### src/sv/fpba_pkg.sv
package fpba_pkg;

    localparam int NUM_BLOCKS = 16;
    localparam int SIZE_BITS  = 16;
    localparam int IDX_BITS   = $clog2(NUM_BLOCKS);
    localparam int CNT_BITS   = $clog2(NUM_BLOCKS + 1);
    localparam int FIELD_BITS = 16;

    localparam logic REQ_LOAD  = 1'b0;
    localparam logic REQ_ALLOC = 1'b1;

    localparam logic [1:0] MODE_FIRST = 2'd0;
    localparam logic [1:0] MODE_BEST  = 2'd1;
    localparam logic [1:0] MODE_NEXT  = 2'd2;
    localparam logic [1:0] MODE_WORST = 2'd3;

    localparam logic REG_FIT_MODE      = 1'b0;
    localparam logic REG_BLOCKS_IN_USE = 1'b1;

    typedef enum logic [2:0] {
        ST_IDLE,
        ST_LOAD,
        ST_SCAN,
        ST_DRAIN,
        ST_WRITE
    } t_step;

    typedef enum logic [1:0] {
        C_DISPATCH,
        C_UNTIL_LAST,
        C_ALWAYS
    } t_cond;

    typedef struct packed {
        logic  busy;
        logic  rd;
        logic  load;
        logic  commit;
        t_cond cond;
        t_step target;
    } t_ctrl;

    typedef struct packed {
        logic last;
        logic empty;
    } t_status;

    typedef struct packed {
        logic [1:0]          mode;
        logic [CNT_BITS-1:0] count;
    } t_cfg;

    function automatic t_ctrl micro_rom(input t_step s);
        t_ctrl w;
        w = '{busy: 1'b1, rd: 1'b0, load: 1'b0, commit: 1'b0,
              cond: C_ALWAYS, target: ST_IDLE};
        case (s)
            ST_IDLE: begin
                w.busy = 1'b0;
                w.cond = C_DISPATCH;
            end
            ST_LOAD: begin
                w.load = 1'b1;
            end
            ST_SCAN: begin
                w.rd     = 1'b1;
                w.cond   = C_UNTIL_LAST;
                w.target = ST_DRAIN;
            end
            ST_DRAIN: begin
                w.target = ST_WRITE;
            end
            ST_WRITE: begin
                w.commit = 1'b1;
            end
            default: begin
                w.target = ST_IDLE;
            end
        endcase
        return w;
    endfunction

endpackage

### src/sv/fit_policy_block_allocator.sv
// Block allocator with a choice of fit policy over a table of sixteen free sizes.
// A word is offered on i_req_type, i_block_index and i_size_value with i_start,
// and it is taken at a clock edge where i_start is high and o_busy is low.
// A load word writes one block's free size and returns the next-fit pointer to
// block zero; it gives no result and holds o_busy high for one cycle.
// An allocate word scans the searchable blocks one per cycle through the
// table's single read port, under a small microcoded sequencer. o_busy stays
// high through the scan, drain and write steps after acceptance, and the
// result word appears on o_result_valid for one cycle straight after, so a
// new allocate can be accepted while that result is shown.
// With no block searchable o_busy is high for one cycle before the result.
// The receiver cannot stall: a result is present for exactly one cycle.
// The policy and block count are set through APB at byte addresses 0 and 4; the
// user must set them only while the block is idle; the block does not enforce it.
// Reset clears the sequencer, the pointer and the strobes, sets first fit and
// sixteen blocks; the size table holds nothing defined until it is loaded.
module fit_policy_block_allocator (
    input  logic                                i_clk,
    input  logic                                i_rst_n,
    input  logic                                i_start,
    output logic                                o_busy,
    input  logic                                i_req_type,
    input  logic [fpba_pkg::IDX_BITS-1:0]       i_block_index,
    input  logic [fpba_pkg::FIELD_BITS-1:0]     i_size_value,
    output logic                                o_result_valid,
    output logic                                o_granted,
    output logic [fpba_pkg::IDX_BITS-1:0]       o_block_number,
    output logic [fpba_pkg::FIELD_BITS-1:0]     o_size_left,
    input  logic                                psel,
    input  logic                                penable,
    input  logic                                pwrite,
    input  logic [2:0]                          paddr,
    input  logic [31:0]                         pwdata,
    output logic [31:0]                         prdata,
    output logic                                pready
);

    localparam int CW = fpba_pkg::CNT_BITS;

    logic [1:0]    r_fit_mode;
    logic [CW-1:0] r_blocks_in_use;

    fpba_pkg::t_ctrl   ctrl;
    fpba_pkg::t_status status;
    fpba_pkg::t_cfg    cfg;
    logic              accept;
    logic              wr_en;

    assign pready = 1'b1;
    assign wr_en  = psel && penable && pwrite && pready;
    assign accept = i_start && !ctrl.busy;
    assign o_busy = ctrl.busy;

    always_ff @(posedge i_clk) begin
        if (!i_rst_n) begin
            r_fit_mode      <= fpba_pkg::MODE_FIRST;
            r_blocks_in_use <= CW'(fpba_pkg::NUM_BLOCKS);
        end else if (wr_en) begin
            if (paddr[2] == fpba_pkg::REG_FIT_MODE) begin
                r_fit_mode <= pwdata[1:0];
            end else begin
                r_blocks_in_use <= pwdata[CW-1:0];
            end
        end
    end

    always_comb begin
        if (paddr[2] == fpba_pkg::REG_BLOCKS_IN_USE) begin
            prdata = 32'(r_blocks_in_use);
        end else begin
            prdata = 32'(r_fit_mode);
        end
    end

    assign cfg.mode  = r_fit_mode;
    assign cfg.count = r_blocks_in_use;

    fpba_seq u_seq (
        .i_clk      (i_clk),
        .i_rst_n    (i_rst_n),
        .i_start    (i_start),
        .i_req_type (i_req_type),
        .i_status   (status),
        .o_ctrl     (ctrl)
    );

    fpba_dp u_dp (
        .i_clk          (i_clk),
        .i_rst_n        (i_rst_n),
        .i_ctrl         (ctrl),
        .i_cfg          (cfg),
        .i_accept       (accept),
        .i_block_index  (i_block_index),
        .i_size_value   (i_size_value),
        .o_status       (status),
        .o_result_valid (o_result_valid),
        .o_granted      (o_granted),
        .o_block_number (o_block_number),
        .o_size_left    (o_size_left)
    );

endmodule

### src/sv/fpba_seq.sv
module fpba_seq (
    input  logic             i_clk,
    input  logic             i_rst_n,
    input  logic             i_start,
    input  logic             i_req_type,
    input  fpba_pkg::t_status i_status,
    output fpba_pkg::t_ctrl   o_ctrl
);

    fpba_pkg::t_step r_step;
    fpba_pkg::t_step n_step;

    always_comb begin
        n_step = r_step;
        case (o_ctrl.cond)
            fpba_pkg::C_DISPATCH: begin
                if (i_start) begin
                    if (i_req_type == fpba_pkg::REQ_LOAD) begin
                        n_step = fpba_pkg::ST_LOAD;
                    end else if (i_status.empty) begin
                        n_step = fpba_pkg::ST_WRITE;
                    end else begin
                        n_step = fpba_pkg::ST_SCAN;
                    end
                end
            end
            fpba_pkg::C_UNTIL_LAST: begin
                if (i_status.last) begin
                    n_step = o_ctrl.target;
                end
            end
            fpba_pkg::C_ALWAYS: begin
                n_step = o_ctrl.target;
            end
            default: begin
                n_step = fpba_pkg::ST_IDLE;
            end
        endcase
    end

    always_comb begin
        o_ctrl = fpba_pkg::micro_rom(r_step);
    end

    always_ff @(posedge i_clk) begin
        if (!i_rst_n) begin
            r_step <= fpba_pkg::ST_IDLE;
        end else begin
            r_step <= n_step;
        end
    end

endmodule

### src/sv/fpba_dp.sv
module fpba_dp (
    input  logic                                i_clk,
    input  logic                                i_rst_n,
    input  fpba_pkg::t_ctrl                     i_ctrl,
    input  fpba_pkg::t_cfg                      i_cfg,
    input  logic                                i_accept,
    input  logic [fpba_pkg::IDX_BITS-1:0]       i_block_index,
    input  logic [fpba_pkg::FIELD_BITS-1:0]     i_size_value,
    output fpba_pkg::t_status                   o_status,
    output logic                                o_result_valid,
    output logic                                o_granted,
    output logic [fpba_pkg::IDX_BITS-1:0]       o_block_number,
    output logic [fpba_pkg::FIELD_BITS-1:0]     o_size_left
);

    localparam int IW = fpba_pkg::IDX_BITS;
    localparam int CW = fpba_pkg::CNT_BITS;
    localparam int SW = fpba_pkg::SIZE_BITS;

    logic [SW-1:0] mem [fpba_pkg::NUM_BLOCKS];

    logic [SW-1:0] r_req;
    logic [IW-1:0] r_ld_idx;
    logic [IW-1:0] r_addr;
    logic [IW-1:0] r_cnt;
    logic [SW-1:0] r_rdata;
    logic [IW-1:0] r_ridx;
    logic          r_rvalid;
    logic          r_found;
    logic [IW-1:0] r_best_idx;
    logic [SW-1:0] r_best_size;
    logic [IW-1:0] r_ptr;
    logic          r_out_valid;
    logic          r_granted;
    logic [IW-1:0] r_block_number;
    logic [fpba_pkg::FIELD_BITS-1:0] r_size_left;

    logic [CW-1:0] num;
    logic [CW-1:0] num_m1;
    logic [IW-1:0] start_idx;
    logic [IW-1:0] next_addr;
    logic          fits;
    logic          take;
    logic [SW-1:0] left;

    always_comb begin
        if (i_cfg.count > CW'(fpba_pkg::NUM_BLOCKS)) begin
            num = CW'(fpba_pkg::NUM_BLOCKS);
        end else begin
            num = i_cfg.count;
        end
        num_m1 = num - CW'(1);
        if (i_cfg.mode == fpba_pkg::MODE_NEXT && CW'(r_ptr) < num) begin
            start_idx = r_ptr;
        end else begin
            start_idx = '0;
        end
        if (CW'(r_addr) == num_m1) begin
            next_addr = '0;
        end else begin
            next_addr = r_addr + IW'(1);
        end
        fits = (r_rdata >= r_req);
        take = r_rvalid && fits && (!r_found
               || (i_cfg.mode == fpba_pkg::MODE_BEST && r_rdata < r_best_size)
               || (i_cfg.mode == fpba_pkg::MODE_WORST && r_rdata > r_best_size));
        left = r_best_size - r_req;
    end

    assign o_status.last  = (CW'(r_cnt) == num_m1);
    assign o_status.empty = (num == '0);

    always_ff @(posedge i_clk) begin
        if (i_ctrl.load) begin
            mem[r_ld_idx] <= r_req;
        end else if (i_ctrl.commit && r_found) begin
            mem[r_best_idx] <= left;
        end
        if (i_ctrl.rd) begin
            r_rdata <= mem[r_addr];
        end
    end

    always_ff @(posedge i_clk) begin
        if (i_accept) begin
            r_req    <= SW'(i_size_value);
            r_ld_idx <= i_block_index;
            r_addr   <= start_idx;
            r_cnt    <= '0;
        end else if (i_ctrl.rd) begin
            r_ridx <= r_addr;
            r_addr <= next_addr;
            r_cnt  <= r_cnt + IW'(1);
        end
        if (take) begin
            r_best_idx  <= r_ridx;
            r_best_size <= r_rdata;
        end
        if (i_ctrl.commit) begin
            r_granted      <= r_found;
            r_block_number <= r_found ? r_best_idx : '0;
            r_size_left    <= r_found ? fpba_pkg::FIELD_BITS'(left) : '0;
        end
    end

    always_ff @(posedge i_clk) begin
        if (!i_rst_n) begin
            r_rvalid    <= 1'b0;
            r_found     <= 1'b0;
            r_ptr       <= '0;
            r_out_valid <= 1'b0;
        end else begin
            r_rvalid    <= i_ctrl.rd;
            r_out_valid <= i_ctrl.commit;
            if (i_accept) begin
                r_found <= 1'b0;
            end else if (take) begin
                r_found <= 1'b1;
            end
            if (i_ctrl.load) begin
                r_ptr <= '0;
            end else if (i_ctrl.commit && r_found && i_cfg.mode == fpba_pkg::MODE_NEXT) begin
                r_ptr <= r_best_idx;
            end
        end
    end

    assign o_result_valid = r_out_valid;
    assign o_granted      = r_granted;
    assign o_block_number = r_block_number;
    assign o_size_left    = r_size_left;

endmodule
### config.mk
export PLATFORM = sky130hd
export DESIGN_NAME = fit_policy_block_allocator
export DESIGN_NICKNAME = d
export VERILOG_FILES = /design/src/sv/fpba_pkg.sv /design/src/sv/fit_policy_block_allocator.sv /design/src/sv/fpba_seq.sv /design/src/sv/fpba_dp.sv
export SDC_FILE = /design/constraint.sdc
export NUM_CORES = 1
export LEC_CHECK = 0
export BUFFER_PORTS_ARGS = -buffer_cell sky130_fd_sc_hd__buf_2
export CAP_MARGIN = 40
export CORE_UTILIZATION = 55
export CTS_CLUSTER_SIZE = 24
export DETAILED_ROUTE_END_ITERATION = 16
export PLACE_DENSITY = 0.74
export SLEW_MARGIN = 10
export SYNTH_ARGS = -nofsm -noshare
export SYNTH_HDL_FRONTEND = slang
export SYNTH_SLANG_ARGS = --single-unit
### constraint.sdc
create_clock -name i_clk -period 4.5 [get_ports i_clk]
set_input_delay 0.675 -clock i_clk [delete_from_list [all_inputs] [get_ports i_clk]]
set_output_delay 0.675 -clock i_clk [all_outputs]
set_load 0.02 [all_outputs]
# [After elaboration in Yosys (flattened, before gate mapping)]
# Memories as Yosys holds them, arrays and structs flattened. A register that Yosys moved wholly into a read port is not among the register bits.
# Index checks and enable logic that the tools add are counted.
[word_totals] register_bits=90 in_bits=62 ramBits=256 out_inout_bits=56 mem_count=1
[op_classes] bitwise_logic=3 n_reduce_logical=24 addsub=4 n_mux=25 n_eq_ne=13 magnitude_cmp=5
[memory_table] name="u_dp.mem" depth=16 word_bits=16 rd=1 rd_ports_with_merged_regs=1 write_ports=1 line_no="fpba_dp.sv:20" rtl="logic [SW-1:0] mem [fpba_pkg::NUM_BLOCKS];"
[op_table] op="4-bit 2-to-1 mux" count=5
[op_table] op="16-bit greater-or-equal comparator" count=1
[op_table] op="16-bit greater-than comparator" count=1
[op_table] op="16-bit < comparator" count=1
[op_table] op="16-bit 2-to-1 mux" count=1
[op_table] op="16-bit OR reduction" count=1
[op_table] op="16-bit subtractor" count=1
[op_table] op="3-bit 2-to-1 mux" count=4
[op_table] op="4-bit by 5-bit equality test with 1-bit output" count=2
[op_table] op="1-bit logical AND" count=10
[op_table] op="1-bit 2-to-1 mux" count=10
[op_table] op="5-bit 2-to-1 mux" count=2
[op_table] op="3-bit case mux with 3 select lines" count=1
[op_table] op="4-bit by 1-bit adder with 4-bit output, second input constant" count=2
[op_table] op="2-bit AND reduction" count=4
[op_table] op="2-bit equality test, second input constant" count=3
[op_table] op="3-bit by 2-bit equality test with 1-bit output, second input constant" count=2
[op_table] op="3-bit case mux with 2 select lines" count=1
[op_table] op="5-bit greater-than comparator, second input constant" count=1
[op_table] op="5-bit logical NOT" count=1
[op_table] op="4-bit by 5-bit < comparator with 1-bit output" count=1
[op_table] op="5-bit by 1-bit subtractor with 5-bit output, second input constant" count=1
[op_table] op="2-bit by 1-bit equality test with 1-bit output, second input constant" count=2
[op_table] op="2-bit != test, second input constant" count=2
[op_table] op="other kinds (10)" count=14

# [Logic depth before layout (Yosys ltp)]
[depth] word_depth=8 mapped_depth=10 depth_no_buf=9

# [Modules after synthesis]
# From an unflattened synthesis, not the netlist that was laid out.
[hier_totals] cells_unflattened=1071 hier_area_um2=15934.0
[modules_own_cells] mod="fpba_dp" instances=1 cells_per_inst=981 area_per_inst_um2=15162.0
[modules_own_cells] mod="fit_policy_block_allocator" instances=1 cells_per_inst=66 area_per_inst_um2=563.0
[modules_own_cells] mod="fpba_seq" instances=1 cells_per_inst=24 area_per_inst_um2=209.0

# [Least setup slack after synthesis]
# Ideal clock, no wire load.
[synth_path] path_type="reg2reg" start="reg u_seq.r_step[0]" end="mem u_dp.mem[5][0] in the netlist's numbering (enable)" arrival_ps=3053 setup_slack_ps=1059 path_buffers=1 period_less_slack_ps=3441 setup_ps=388 path_stages_with_launch=8 cell_sequence="dfxtp_1 > buf_2 > nand2b_1 > nor2_1 > nand2_1 > nor3b_1 > a31oi_1 > nor2_1"
[synth_rtl] element="start, declared" line_no="fpba_seq.sv:10" rtl="fpba_pkg::t_step r_step;"
[synth_rtl] element="start signal, assigned" line_no="fpba_seq.sv:47" rtl="r_step <= fpba_pkg::ST_IDLE;"
[synth_rtl] element="start signal, assigned" line_no="fpba_seq.sv:49" rtl="r_step <= n_step;"
[synth_rtl] element="end, declared" line_no="fpba_dp.sv:20"

==> key figures <==
Status
  • Outcome: finished clean

Logic synthesis
  • Async set or reset register ratio after synthesis: 0%
  • Post-synth EDFFs: 341
  • FF+latch count, synth: 362
  • Cell variety after synth: 64
  • Mapped Area: 15700 um2
  • Ys flop type: edfxtp_1
  • Mean Syn Cell Area: 16.7 um2
  • Ys Warns: 0
  • Area share of the largest cell type after synthesis: 65.2%
  • Sequential area share after synthesis: 67.9%
  • Area contributors post-synth: edfxtp_1 (65%), mux4_2 (11%), ha_1 (4.2%)
  • Cell count after synthesis: 938
  • Cell taking the most area after synthesis: edfxtp_1

Pwr
  • Max IR drop VDD: 377 uV
  • Leakage: 0.00631 uW
  • PD cells: 430 nW/um2

Global route
  • GR Overflow Total: 0
  • Initial antenna violation count: 0
  • Total GRT Usage: 23.3%
  • Largest net degree at the start of global routing: 37
  • Number of global-route vias before repair: 8297
  • Global-route wire length before repair: 49000 um

Worst hold path
  • Endpoint, Worst Hold: u_dp.r_req[12]
  • Hold path startpoint: i_size_value[12]
  • Hold Path Stages: 1
  • Min-Delay Path Class: input port to flip-flop

STA
  • Worst slew pin tran: 723 ps
  • Unrepaired setup endpoints after global routing: no
  • Highest clock rate: 341 MHz
  • Final Critical Period: 2930 ps
  • Post-route clock period utilization: 65.1%
  • Final setup margin: 1570 ps
  • Final Hold Viols: 0
  • Total negative slack: 0 ps
  • Slew Viols, Final: 0
  • Worst relative slew slack: 51.8%
  • Final Setup Violations: 0
  • Clk_skew: 11.5 ps

Critical path
  • R2R Path End: u_dp.mem[0][15]
  • WS Path Type: flip-flop to flip-flop
  • Worst R2R Path Depth: 8
  • R2R Path Start: u_seq.r_step[2]
  • Worst Setup Start Kind: flip-flop
  • Critical Path RT: 4710 ps
  • Worst reg-to-reg setup slack: 1570 ps
  • Worst path arrival time: 3140 ps
  • Worst Path Max Fanout: 22
  • Crit end category: flip-flop

Clock network
  • CTS max path bufs: 3
  • Post-CTS sizing: 0
  • H-tree depth: 2
  • Clock Pin Slew Worst Setup and Hold Paths: 60 ps
  • CTS sink count: 362
  • Hold-fix buffers, CTS: 0
  • Post-CTS Setup Inserts: 0
  • Clock Latency Late Sink: 540 ps
  • CTS buffer count: 38
  • CTS tree: yes
  • Root Buffer: clkbuf_16

Floorplanning
  • I/O pins: 118
  • Die boundary height: 171 um
  • Area of the core: 27900 um2
  • Full die area: 29200 um2
  • Die W: 171 um
  • Initial Utilization: 56.2%
  • Num rows: 61

Cells and area
  • # fillers: 1995
  • Share of cells above drive strength 1: 23.4%
  • Multi-input gate area: 4600 um2
  • Reg area: 10700 um2
  • Most frequent cells in the layout: edfxtp_1 (341), mux4_2 (80), buf_2 (60), nor2_1 (54), ha_1 (53)
  • Fin util: 63.5%
  • N_diodes: 0
  • Most common cell after layout, fill and taps aside: edfxtp_1
  • Nets: 1165
  • Cell area after layout: 17700 um2
  • Synth-to-Final Area Change: 13.0%

Detailed routing
  • Number of detailed-route iterations in the first pass: 5
  • Via density: 5.78
  • Antenna-violating nets left: 0
  • Vias: 8415
  • Remaining DRCs: 0
  • Iteration-0 DRC Markers: 726
  • Wire per inst: 22.3 um
  • Drt total wl: 32400 um

Placed design
  • Pre-CTS WS: 1600 ps
  • Port bufs: 60
  • Post-DP HPWL: 20200 um
  • DP Area: 16600 um2
  • Final GP Congestion: 0.873

Run
  • Max Cap Viol: 0
-- area by class of cell --
class / instances / share of cell area (%)
Multi-Input combinational cell: 499 / 25.9
Inverter: 42 / 0.888
Timing Repair Buffer: 106 / 4.00
Clock buffer: 47 / 5.55
Tap cell: 378 / 2.66
Sequential cell: 362 / 60.1
Clock inverter: 23 / 0.881
-- flip-flops by register name (all words and copies together) (netlist names) --
register	count
u_dp.mem	256
u_dp.r_best_idx	4
u_dp.o_block_number	4
u_dp.o_size_left	16
u_dp.r_addr	4
u_dp.r_cnt	4
u_dp.o_granted	1
u_dp.r_rvalid	1
r_blocks_in_use	5
u_dp.r_ptr	4
u_dp.r_best_size	16
u_dp.o_result_valid	1
u_dp.r_ridx	4
u_dp.r_req	16
u_dp.r_found	1
u_dp.r_rdata	16
u_dp.r_ld_idx	4
r_fit_mode	2
u_seq.r_step	3
-- metrics by stage --
step	hold slack (ps)	std cells	total power, uW
floorplan	400	964	4590
global placement	403	1384	4810
detailed placement	409	1387	4840
CTS	294	1457	7690
global route	295	1457	7890
finish	310	1457	7630
-- layer usage --
layer  track usage [%]  wire length, um
met1              31.6            13500
met2              37.7            15800
met3              4.23             2020
met4              8.85             1090
met5                 0                0
-- worst max-delay path: stages (launching register included) --
cell,delay (ps)
dfxtp_1,480
nand2b_1,180
nor2_2,110
buf_4,270
nand2_1,450
nor3_1,300
a31oi_1,120
nor2_1,320
buf_4,360
-- worst max-delay path by stage --
stage / endpoint / slack [ps] / start
floorplan: u_dp.mem[5][0] / 1060 / u_seq.r_step[0]
global placement: u_dp.mem[0][10] / 1640 / u_dp.r_found
detailed placement: u_dp.mem[0][10] / 1600 / u_seq.r_step[2]
CTS: u_dp.mem[0][5] / 1580 / u_seq.r_step[2]
global route: u_dp.mem[0][13] / 1350 / u_seq.r_step[2]
finish: u_dp.mem[0][15] / 1570 / u_seq.r_step[2]
-- where the power goes --
part           switching (uW)  leakage (uW)  internal (uW)
clock network            1260      0.000554           1570
logic                     505       0.00247            432
registers                53.7       0.00328           3800
total                    1820       0.00631           5800
-- cells by family (layout without fill, tap and decap cells) --
kind of cell,count (synthesis),after routing,synth area share [%]
AOI/OAI and AO/OA,115,115,4.76
xor gates and xnor gates,24,24,1.34
adders and majority gates,54,54,4.35
buffers and inverters,103,218,3.45
DFF,362,362,67.9
muxes,95,95,12.5
other,2,28,0.0478
and+or+nand+nor,183,183,5.69
-- cells in the mapped netlist (10+ instances only) --
master    count
edfxtp_1    341
mux4_2       80
nor2_1       55
ha_1         53
nand2_1      45
inv_1        40
a21oi_1      31
o21ai_0      30
buf_4        28
dfxtp_1      21
clkbuf_1     17
nand2b_1     17
xnor2_1      13
and2_1       11
mux2i_1      11
xor2_1       11
buf_2        10
nand3_1      10
nand4_1      10
(Power assumes the default switching activity.)
